$ cat src/rmis_pkg.sv
package rmis_pkg;

	// run mode codes (code 7 is unused and steps like forward)
	localparam logic [2:0] RUN_FORWARD    = 3'd0;
	localparam logic [2:0] RUN_REVERSE    = 3'd1;
	localparam logic [2:0] RUN_PINGPONG   = 3'd2;
	localparam logic [2:0] RUN_PENDULUM   = 3'd3;
	localparam logic [2:0] RUN_BROWNIAN   = 3'd4;
	localparam logic [2:0] RUN_RANDOM     = 3'd5;
	localparam logic [2:0] RUN_EXT_RANDOM = 3'd6;

	// func codes
	localparam logic FUNC_INIT = 1'b0;
	localparam logic FUNC_STEP = 1'b1;

	// history bases, one per mode family
	localparam logic [15:0] BASE_FWD = 16'h1000;
	localparam logic [15:0] BASE_REV = 16'h2000;
	localparam logic [15:0] BASE_PPG = 16'h3000;
	localparam logic [15:0] BASE_PEN = 16'h4000;
	localparam logic [15:0] BASE_BRN = 16'h5000;
	localparam logic [15:0] BASE_RND = 16'h6000;
	localparam logic [15:0] HIST_SPAN = 16'h0FFF;
	localparam logic [11:0] CNT_SAT   = 12'hFFF;

	// random word width and modulo divisor width
	localparam int RND_W = 32;
	localparam int DIV_W = 7;

	// controller to datapath
	typedef struct packed {
		logic load;    // capture word fields, start modulo
		logic commit;  // update position and history
	} rmis_cmd_t;

	// datapath to controller
	typedef struct packed {
		logic mod_done;
	} rmis_sts_t;

endpackage

$ cat src/rmis_mod.sv
module rmis_mod
	import rmis_pkg::*;
(
	input  logic             clk,
	input  logic             arst_n,
	input  logic             start,
	input  logic [RND_W-1:0] dividend,
	input  logic [DIV_W-1:0] divisor,
	output logic [DIV_W-2:0] rem,
	output logic             done
);

	localparam int CNT_W = $clog2(RND_W + 1);

	logic [CNT_W-1:0] cnt_q;
	logic             done_q;
	logic [RND_W-1:0] dvd_q;
	logic [DIV_W-1:0] dsr_q;
	logic [DIV_W-2:0] rem_q;
	logic [DIV_W-1:0] trial;

	// shift in one dividend bit per cycle, remainder stays below divisor
	assign trial = {rem_q, dvd_q[RND_W-1]};

	always_ff @(posedge clk or negedge arst_n) begin
		if (!arst_n) begin
			cnt_q  <= '0;
			done_q <= 1'b0;
		end else if (start) begin
			cnt_q  <= CNT_W'(RND_W);
			done_q <= 1'b0;
		end else if (cnt_q != '0) begin
			cnt_q <= cnt_q - CNT_W'(1);
			if (cnt_q == CNT_W'(1)) begin
				done_q <= 1'b1;
			end
		end
	end

	// restoring remainder datapath
	always_ff @(posedge clk) begin
		if (start) begin
			dvd_q <= dividend;
			dsr_q <= divisor;
			rem_q <= '0;
		end else if (cnt_q != '0) begin
			dvd_q <= {dvd_q[RND_W-2:0], 1'b0};
			if (trial >= dsr_q) begin
				rem_q <= (DIV_W-1)'(trial - dsr_q);
			end else begin
				rem_q <= trial[DIV_W-2:0];
			end
		end
	end

	assign rem  = rem_q;
	assign done = done_q;

endmodule

$ cat src/rmis_ctrl.sv
module rmis_ctrl
	import rmis_pkg::*;
(
	input  logic      clk,
	input  logic      arst_n,
	input  logic      cmd_valid,
	output logic      cmd_stall,
	output logic      res_valid,
	input  logic      res_stall,
	output rmis_cmd_t cmd,
	input  rmis_sts_t sts
);

	typedef enum logic [1:0] {
		ST_IDLE,
		ST_DIV,
		ST_FIN
	} state_t;

	state_t state_q;
	logic   res_valid_q;
	logic   out_free;

	assign out_free   = !res_valid_q || !res_stall;
	assign cmd_stall  = (state_q != ST_IDLE);
	assign res_valid  = res_valid_q;
	assign cmd.load   = (state_q == ST_IDLE) && cmd_valid;
	assign cmd.commit = (state_q == ST_FIN) && out_free;

	// sequencer and result valid
	always_ff @(posedge clk or negedge arst_n) begin
		if (!arst_n) begin
			state_q     <= ST_IDLE;
			res_valid_q <= 1'b0;
		end else begin
			if (cmd.commit) begin
				res_valid_q <= 1'b1;
			end else if (!res_stall) begin
				res_valid_q <= 1'b0;
			end
			unique case (state_q)
				ST_IDLE: begin
					if (cmd_valid) state_q <= ST_DIV;
				end
				ST_DIV: begin
					if (sts.mod_done) state_q <= ST_FIN;
				end
				ST_FIN: begin
					if (out_free) state_q <= ST_IDLE;
				end
				default: state_q <= ST_IDLE;
			endcase
		end
	end

endmodule

$ cat src/rmis_dp.sv
module rmis_dp
	import rmis_pkg::*;
#(
	parameter int INDEX_COUNT = 64
) (
	input  logic             clk,
	input  logic             arst_n,
	input  rmis_cmd_t        cmd,
	output rmis_sts_t        sts,
	input  logic             func,
	input  logic [2:0]       run_mode,
	input  logic [5:0]       start_index,
	input  logic [5:0]       end_index,
	input  logic [6:0]       repeats,
	input  logic [RND_W-1:0] random_word,
	output logic [5:0]       position,
	output logic             span_done
);

	localparam logic [8:0] IDX_LIM = 9'(INDEX_COUNT - 1);

	logic [5:0]       st_c, en_r, en_c;
	logic [6:0]       span_c;
	logic [DIV_W-1:0] divisor;
	logic [DIV_W-2:0] rem;
	logic             mod_done;

	logic       func_q;
	logic [2:0] mode_q;
	logic [5:0] st_q, en_q;
	logic [6:0] span_q, reps_q;

	logic [5:0]  pos_q;
	logic [15:0] hist_q;
	logic        done_q;

	logic [5:0]  pos_n;
	logic [15:0] hist_n;
	logic        done_n;

	// clamp range to the index count, raise end to start
	always_comb begin
		st_c   = ({3'b0, start_index} > IDX_LIM) ? IDX_LIM[5:0] : start_index;
		en_r   = ({3'b0, end_index} > IDX_LIM) ? IDX_LIM[5:0] : end_index;
		en_c   = (en_r < st_c) ? st_c : en_r;
		span_c = 7'({1'b0, en_c} - {1'b0, st_c} + 7'd1);
	end

	assign divisor = (run_mode == RUN_BROWNIAN) ? DIV_W'(3) : span_c;

	rmis_mod u_mod (
		.clk      (clk),
		.arst_n   (arst_n),
		.start    (cmd.load),
		.dividend (random_word),
		.divisor  (divisor),
		.rem      (rem),
		.done     (mod_done)
	);

	assign sts.mod_done = mod_done;

	// word fields held while the modulo runs
	always_ff @(posedge clk) begin
		if (cmd.load) begin
			func_q <= func;
			mode_q <= run_mode;
			st_q   <= st_c;
			en_q   <= en_c;
			span_q <= span_c;
			reps_q <= repeats;
		end
	end

	// next position and history
	always_comb begin
		logic [15:0] base;
		logic [15:0] reload;
		logic [15:0] h1;
		logic [13:0] cnt_full;
		logic [11:0] cnt_sat;
		logic [6:0]  i7, st7, en7, t7;

		i7       = {1'b0, pos_q};
		st7      = {1'b0, st_q};
		en7      = {1'b0, en_q};
		t7       = i7 + 7'(rem);
		cnt_full = span_q * reps_q;
		cnt_sat  = (cnt_full > 14'(CNT_SAT)) ? CNT_SAT : cnt_full[11:0];

		case (mode_q) inside
			RUN_REVERSE: begin
				base   = BASE_REV;
				reload = BASE_REV + 16'(reps_q);
			end
			RUN_PINGPONG: begin
				base   = BASE_PPG;
				reload = BASE_PPG + 16'({reps_q, 1'b0});
			end
			RUN_PENDULUM: begin
				base   = BASE_PEN;
				reload = BASE_PEN + 16'({reps_q, 1'b0});
			end
			RUN_BROWNIAN: begin
				base   = BASE_BRN;
				reload = BASE_BRN + 16'(cnt_sat);
			end
			RUN_RANDOM, RUN_EXT_RANDOM: begin
				base   = BASE_RND;
				reload = BASE_RND + 16'(cnt_sat);
			end
			default: begin
				base   = BASE_FWD;
				reload = BASE_FWD + 16'(reps_q);
			end
		endcase

		h1 = ((hist_q <= base) || (hist_q > base + HIST_SPAN)) ? reload : hist_q;

		pos_n  = pos_q;
		hist_n = h1;
		done_n = 1'b0;

		case (mode_q) inside
			RUN_REVERSE: begin
				if (i7 <= st7) begin
					pos_n  = en_q;
					hist_n = h1 - 16'd1;
					done_n = (hist_n <= base);
				end else begin
					pos_n = pos_q - 6'd1;
				end
			end
			RUN_PINGPONG: begin
				if (!h1[0]) begin
					if (i7 + 7'd1 > en7) begin
						pos_n  = en_q;
						hist_n = h1 - 16'd1;
					end else begin
						pos_n = pos_q + 6'd1;
					end
				end else if (i7 <= st7) begin
					pos_n  = st_q;
					hist_n = h1 - 16'd1;
					done_n = (hist_n <= base);
				end else begin
					pos_n = pos_q - 6'd1;
				end
			end
			RUN_PENDULUM: begin
				if (!h1[0]) begin
					if (i7 + 7'd1 > en7) begin
						// turn at the top; a short range also turns at the bottom
						if (en7 <= st7 + 7'd1) begin
							pos_n  = st_q;
							hist_n = h1 - 16'd2;
							done_n = (hist_n <= base);
						end else begin
							pos_n  = en_q - 6'd1;
							hist_n = h1 - 16'd1;
						end
					end else begin
						pos_n = pos_q + 6'd1;
					end
				end else if (i7 <= st7 + 7'd1) begin
					pos_n  = st_q;
					hist_n = h1 - 16'd1;
					done_n = (hist_n <= base);
				end else begin
					pos_n = pos_q - 6'd1;
				end
			end
			RUN_BROWNIAN: begin
				// t7 is the moved position plus one
				if (t7 > en7 + 7'd1) begin
					pos_n = st_q;
				end else if (t7 <= st7) begin
					pos_n = en_q;
				end else begin
					pos_n = 6'(t7 - 7'd1);
				end
				hist_n = h1 - 16'd1;
				done_n = (hist_n <= base);
			end
			RUN_RANDOM, RUN_EXT_RANDOM: begin
				pos_n  = st_q + 6'(rem);
				hist_n = h1 - 16'd1;
				done_n = (hist_n <= base);
			end
			default: begin
				if (i7 + 7'd1 > en7) begin
					pos_n  = st_q;
					hist_n = h1 - 16'd1;
					done_n = (hist_n <= base);
				end else begin
					pos_n = pos_q + 6'd1;
				end
			end
		endcase
	end

	// state doubles as the result register
	always_ff @(posedge clk or negedge arst_n) begin
		if (!arst_n) begin
			pos_q  <= '0;
			hist_q <= '0;
			done_q <= 1'b0;
		end else if (cmd.commit) begin
			if (func_q == FUNC_INIT) begin
				pos_q  <= (mode_q == RUN_REVERSE) ? en_q : st_q;
				hist_q <= '0;
				done_q <= 1'b0;
			end else begin
				pos_q  <= pos_n;
				hist_q <= hist_n;
				done_q <= done_n;
			end
		end
	end

	assign position  = pos_q;
	assign span_done = done_q;

endmodule

$ cat src/run_mode_index_stepper_unit.sv
// Words are handled one at a time: a new word is accepted only once the
// result of the last one is committed, which waits on the bit-serial
// modulo of the 32-bit random word (one bit per cycle).
// A finished result waits in its register while the next word is taken.
// Reset (arst_n low, asynchronous): position and history clear to zero,
// no result pending.
module run_mode_index_stepper_unit
	import rmis_pkg::*;
#(
	parameter int INDEX_COUNT = 64
) (
	input  logic             clk,
	input  logic             arst_n,
	input  logic             cmd_valid,
	output logic             cmd_stall,
	input  logic             func,
	input  logic [2:0]       run_mode,
	input  logic [5:0]       start_index,
	input  logic [5:0]       end_index,
	input  logic [6:0]       repeats,
	input  logic [RND_W-1:0] random_word,
	output logic             res_valid,
	input  logic             res_stall,
	output logic [5:0]       position,
	output logic             span_done
);

	rmis_cmd_t cmd;
	rmis_sts_t sts;

	rmis_ctrl u_ctrl (
		.clk       (clk),
		.arst_n    (arst_n),
		.cmd_valid (cmd_valid),
		.cmd_stall (cmd_stall),
		.res_valid (res_valid),
		.res_stall (res_stall),
		.cmd       (cmd),
		.sts       (sts)
	);

	rmis_dp #(
		.INDEX_COUNT (INDEX_COUNT)
	) u_dp (
		.clk         (clk),
		.arst_n      (arst_n),
		.cmd         (cmd),
		.sts         (sts),
		.func        (func),
		.run_mode    (run_mode),
		.start_index (start_index),
		.end_index   (end_index),
		.repeats     (repeats),
		.random_word (random_word),
		.position    (position),
		.span_done   (span_done)
	);

endmodule

$ cat config.mk
export PLATFORM = sky130hd
export DESIGN_NAME = run_mode_index_stepper_unit
export DESIGN_NICKNAME = d
export VERILOG_FILES = /design/src/rmis_pkg.sv /design/src/rmis_mod.sv /design/src/rmis_ctrl.sv /design/src/rmis_dp.sv /design/src/run_mode_index_stepper_unit.sv
export SDC_FILE = /design/constraint.sdc
export NUM_CORES = 1
export LEC_CHECK = 0
export BUFFER_PORTS_ARGS = -buffer_cell sky130_fd_sc_hd__clkbuf_2
export CORE_ASPECT_RATIO = 0.8
export CORE_MARGIN = 3
export CORE_UTILIZATION = 28
export DETAILED_ROUTE_END_ITERATION = 6
export PLACE_DENSITY = 0.54
export REMOVE_ABC_BUFFERS = 1
export SLEW_MARGIN = 20
export SYNTH_ARGS = -nofsm -noshare
export SYNTH_HDL_FRONTEND = slang
export SYNTH_SLANG_ARGS = --single-unit
$ cat constraint.sdc
create_clock -name clk -period 10.5 [get_ports clk]
set_input_delay 1.575 -clock clk [delete_from_list [all_inputs] [get_ports clk]]
set_output_delay 1.575 -clock clk [all_outputs]
set_load 0.02 [all_outputs]
**Yosys cells after proc, flatten, opt, wreduce, memory -nomap -nowiden**

Index checks and enable logic that the tools add are counted.

- Memories kept: 0
- Memory bits (writable): 0
- Register bits: 108
- Logic and storage cells: 153
- Bits in read-only memories: 0
- Input bits: 59
- Latch bits: 0

- Reduce and logical (&&, ||, !) cells: 14
- Bitwise logic cells: 0
- Div/mod/pow operators: 0
- Shift-type cells: 0
- Eq/ne operators: 14
- $add $sub $neg: 22
- Multiplexer cells: 73
- Magnitude comparators: 13
- Multiply operators: 1

Operators by type and width:

| kind | number |
|---|---|
| $mux W16 | 21 |
| $mux W6 | 22 |
| $mux W15 | 5 |
| $mux W32 | 2 |
| $le A16 B15 Y1 | 3 |
| $add A15 B12 Y16 const A | 2 |
| $sub A6 B1 Y6 const B | 4 |
| $add A6 B1 Y7 const B | 3 |
| $mux W1 | 18 |
| $add A15 B12 Y16 const B | 1 |
| $add A15 B8 Y16 const A | 1 |
| $gt A16 B16 Y1 | 1 |
| $sub A16 B1 Y16 const B | 1 |
| $sub A16 B2 Y16 const B | 1 |
| $add A14 B7 Y15 const A | 1 |
| $add A14 B8 Y15 const A | 1 |
| $add A13 B7 Y14 const A | 1 |
| $gt A14 B12 Y1 const B | 1 |
| $le A6 B7 Y1 | 2 |
| $mul A7 B7 Y14 | 1 |
| $eq A3 B3 Y1 const B | 4 |
| $mux W12 | 1 |
| $add A6 B6 Y7 | 1 |
| $add A7 B1 Y7 const B | 1 |
| 28 further kinds | 38 |

**Longest topological paths before layout**

- Word-level depth: 20
- Depth in mapped cells: 32

**Cells and area by module**

From an unflattened synthesis, not the netlist that was laid out.

- Cell total of the unflattened synthesis: 1413
- Area, all modules: 12239.2 µm²

Modules (own cells, without submodules):

| module | area an instance (µm²) | times used | cells each |
|---|---|---|---|
| rmis_dp | 9559.2 | 1 | 1212 |
| rmis_mod | 2529.9 | 1 | 186 |
| rmis_ctrl | 150.1 | 1 | 15 |

**Worst setup path after synthesis**

No wires, ideal clock.

- Path type: reg-to-reg
- Start point: register u_dp.reps_q[3]
- End point: register u_dp.done_q (netlist: u_dp.span_done)
- Library setup time: 0.087 ns
- Data arrival time: 7.448 ns
- Slack: 2.965 ns
- Cell stages (with the launch flop): 30
- Buffers on the path: 2
- Cell sequence: edfxtp_1 clkbuf_1 and2_1 fa_1 inv_1 fa_1 inv_1 fa_1 inv_1 fa_1 inv_1 ha_1 o211a_1 a221oi_4 a2111oi_2 a211oi_4 nand2_1 o221ai_1 buf_2 ha_1 nand4_2 or3b_2 xnor2_1 ha_1 and4_1 nand4_1 or4_1 a211oi_2 o2111ai_1 o211ai_1

- Word-level cells in the longest chain between the ends: 19
- Elaborated cells between the ends (all ways): 32

Ends and longest elaborated chain:

| what | line | source |
|---|---|---|
| start: declaration | rmis_dp.sv:31 | `logic [6:0] span_q, reps_q;` |
| start signal: assignment | rmis_dp.sv:71 | `reps_q <= repeats;` |
| $mul A7 B7 Y14 | rmis_dp.sv:88 | `cnt_full = span_q * reps_q;` |
| $gt A14 B12 Y1 | rmis_dp.sv:89 | `cnt_sat = (cnt_full > 14'(CNT_SAT)) ? CNT_SAT : cnt_full[11:0];` |
| $mux W12 | rmis_dp.sv:89 |  |
| $add A15 B12 Y16 | rmis_dp.sv:110 | `reload = BASE_RND + 16'(cnt_sat);` |
| $mux W16 (4 in series) | rmis_dp.sv:91 | `case (mode_q) inside` |
| $mux W16 * | rmis_dp.sv:91 |  |
| $mux W16 * | rmis_dp.sv:118 | `h1 = ((hist_q <= base) \|\| (hist_q > base + HIST_SPAN)) ? reload : hist_q;` |
| $sub A16 B1 Y16 / $sub A16 B2 Y16 (equally long branches) | -- |  |
| $le A16 B15 Y1 (on tied branches) | -- |  |
| $mux W1 (on tied branches) | rmis_dp.sv:191, rmis_dp.sv:154 |  |
| $mux W1 (on tied branches) | rmis_dp.sv:124, rmis_dp.sv:152 |  |
| $mux W1 (on tied branches) | rmis_dp.sv:124, rmis_dp.sv:151 |  |
| $mux W1 (2 in series) | rmis_dp.sv:124 | `case (mode_q) inside` |
| $mux W1 * | rmis_dp.sv:124 |  |
| $mux W1 * | rmis_dp.sv:209 | `if (func_q == FUNC_INIT) begin` |
| end signal: assignment | rmis_dp.sv:216 | `done_q <= done_n;` |
| end: declaration | rmis_dp.sv:35 | `logic done_q;` |

Every way passes the cells marked *; elsewhere a longest branch is shown, timed or not.
A chain may end at the register's enable or synchronous reset.

**Worst setup path in the final report**

Ends and elaborated chain as after synthesis.

==> results by group <==
Outcome
  – Status: finished clean

Cells and area
  – Post-layout instance area: 13300 um^2
  – Final nets: 1651
  – Non-filler cells, final: 1996
  – Area growth syn-to-layout: 9.90%
  – N_diodes: 0
  – Layout cells sized above 1: 12.3%

Place
  – GPL Wtd Cong: 0.920
  – Setup WS pre-CTS: 2490 ps
  – Port Buf Inserts: 67
  – Dpl cells: 1980
  – Detail Placement HPWL: 30.0 mm
  – DP Area: 12900 um^2

Route
  – Top sig layer: met4
  – Pre-antenna DRT Iters: 5
  – Final wirelength: 39.8 mm
  – Iteration-0 DRC Markers: 1132
  – Post-route ant nets: 0
  – Vias: 11047
  – Wl on met1: 18.8 mm
  – Routed len/inst: 19.9 um
  – Met2 WL post-DR: 16.5 mm
  – Residual DRC: 0
  – Routed wl met3: 4.09 mm
  – Vias per cell: 5.53

Die
  – Die H: 192 um
  – Core Region: 42300 um^2
  – Num rows: 67
  – IO Count: 68
  – DIE WIDTH: 238 um
  – Die ar.: 45700 um^2
  – Initial core utilization: 28.6%

Worst setup path
  – Arr. time, crit path: 8450 ps
  – Slowest stage delay, CP: 560 ps
  – Crit. End Element: flip-flop
  – CP max FO: 12
  – Slowest CP cell: o21ai_2
  – WS Path Type: reg -> reg
  – Flop2flop setup slack: 2340 ps
  – Worst EP required: 10790 ps
  – Worst setup SP type: flip-flop

CTS
  – Num CTS Buffers: 9
  – Post-CTS sizing: 0
  – CTS Hold Bufs: 0
  – CTS HTree Levels: 3
  – Clock sinks: 108
  – Clock Tree Buf Depth: 2
  – Setup Fix Bufs, Post-CTS: 0
  – Later-pin clock latency in the skew report: 380 ps
  – CTS tree: built
  – Clk pin slew, worst setup/hold paths: 90 ps
  – Clock root cell: clkbuf_16

Synthesis
  – Distinct cells, synth: 93
  – Syn Std Cell Area: 12100 um^2
  – Ys async rst share: 30.6%
  – Area contributors post-synth: edfxtp_1 (17%), ha_1 (13%), dfrtp_1 (6.8%)
  – Synth Register Bits: 108
  – Avg Cell Area, Syn: 8.50 um^2
  – Post-synth top area share: 17.2%
  – Leading area contributor after synthesis: edfxtp_1
  – Synth warn: 0
  – Post-synth top flop: edfxtp_1
  – Seq/Total Area, Yosys: 25.0%
  – Syn Inst Count: 1421
  – Post-synth EDFFs: 69

Global route
  – GR Overflow Total: 0
  – Largest net degree at the start of global routing: 84
  – First-pass GRT wire length: 62.4 mm
  – Initial antenna violation count: 0
  – Vias in the first global route: 10417
  – Tot GR Track Use: 17.5%

STA
  – Post-route clock period utilization: 77.7%
  – Slew @ Worst Pin: 1150 ps
  – Layout Skew: 13.1 ps
  – Setup WS post-layout: 2340 ps
  – Final setup viols: 0
  – Worst slew margin: 23.3%
  – Achievable frequency: 0.123 GHz
  – RSZ-0062 raised after global routing: false
  – Slew Limit Fails: 0
  – Final setup TNS: 0 ps
  – Period minus WS final: 8160 ps
  – Final Hold Fails: 0

Flow run
  – Max-Cap Viols: 0

Hold path
  – Worst min-delay path category: reg -> reg
-- routing by layer --
layer,up-vias,track usage (%)
met5,-,0
met2,494,25.3
li1,5159,-
met4,0,2.95
met3,43,4.87
met1,5351,26.0
-- cell families after synthesis --
logic type | Yosys count | synth area share, %
and+or+nand+nor | 453 | 18.2
buffers and inverters | 174 | 5.65
xor gates and xnor gates | 91 | 6.60
DFF | 108 | 25.0
adders and majority gates | 153 | 17.6
AOI/OAI and AO/OA | 385 | 21.8
muxes | 57 | 5.21
-- cell type report --
cell class | count | area [um^2]
Fill cell | 4542 | 29000
Tap cell | 552 | 691
Inverter | 97 | 364
Clock buffer | 9 | 225
Clock inverter | 7 | 103
Timing Repair Buffer | 84 | 463
Multi-Input combinational cell | 1139 | 8410
Sequential cell | 108 | 3020
-- path summary, 6_finish.rpt --
kind | startpoint | endpoint | depth (start not counted)
setup / recovery | u_dp.reps_q[3] | u_dp.span_done | 28
hold / removal | u_ctrl.state_q[1] | u_ctrl.state_q[0] | 1
setup reg to reg | u_dp.reps_q[3] | u_dp.span_done | 28
hold reg to reg | u_ctrl.state_q[1] | u_ctrl.state_q[0] | 1
max in group asynchronous | arst_n | u_dp.u_mod.cnt_q[5] | 1
min in group asynchronous | arst_n | u_dp.hist_q[14] | 1
-- synth_stat cells (all sizes together) (15+ instances only) --
cell type,count
a31oi,15
edfxtp,69
nand2,139
fa,28
o211ai,26
clkbuf,61
nand4,15
a21o,26
o21ai,96
nor2b,19
xor2,31
nor2,110
xnor2,60
and2,49
mux2,37
buf,16
inv,97
a211oi,24
dfrtp,33
nand3,43
a21oi,86
ha,125
nor3,21
mux2i,19
-- through the flow --
| step | util [%] | hold WS, ps |
|---|---|---|
| 2_1_floorplan | - | 438 |
| 3_3_place_gp | 30.6 | 466 |
| 3_5_place_dp | 30.6 | 465 |
| 4_1_cts | 31.4 | 490 |
| 5_1_grt | 31.4 | 516 |
| 6_report | 31.4 | 486 |
-- state kept, by name, indices dropped and copies added, names as in the netlist --
signal and cells:
u_dp.func_q 1, u_ctrl.res_valid 1, u_dp.en_q 6, u_dp.span_q 7, u_ctrl.state_q 2, u_dp.reps_q 7
u_dp.u_mod.dvd_q 32, u_dp.position 6, u_dp.hist_q 16, u_dp.st_q 6, u_dp.u_mod.done 1, u_dp.u_mod.dsr_q 7
u_dp.u_mod.cnt_q 6, u_dp.span_done 1, u_dp.mode_q 3, u_dp.u_mod.rem 6
-- worst max-delay path, delay by kind of cell (launching register included) --
family / cells / cell delay (ps)
and+or+nand+nor: 9 / 2070
DFF: 1 / 550
AOI/OAI and AO/OA: 7 / 1890
buffers and inverters: 4 / 190
xor gates and xnor gates: 1 / 160
adders and majority gates: 7 / 3210
-- cells in the final DEF (no fill, tap or decap), types with 8 or more instances in the layout --
cell	synthesis	final
fa_1	28	28
xor2_1	31	31
buf_4	4	17
nor2_1	109	108
o22ai_1	12	12
a21o_1	26	26
and3_1	11	11
edfxtp_1	69	69
mux2i_1	19	19
a21oi_1	84	84
nand4_1	14	14
clkbuf_2	0	66
nor3_1	20	19
dfrtp_1	33	33
o21ai_0	88	88
or2_2	10	10
xnor2_1	60	60
ha_1	125	125
nor2b_1	19	19
a221oi_1	8	8
mux2_2	37	37
nand2_1	138	138
nand3_1	42	42
inv_1	96	96
clkbuf_16	0	9
a211oi_1	22	22
o211ai_1	26	26
and2_1	48	48
o221ai_1	10	10
nand2b_1	9	9
a22o_1	8	8
a31oi_1	14	14
Power is left out: the tool's default activity adds up to more than one toggle a clock period on the data nets, which glitch-free logic cannot reach.
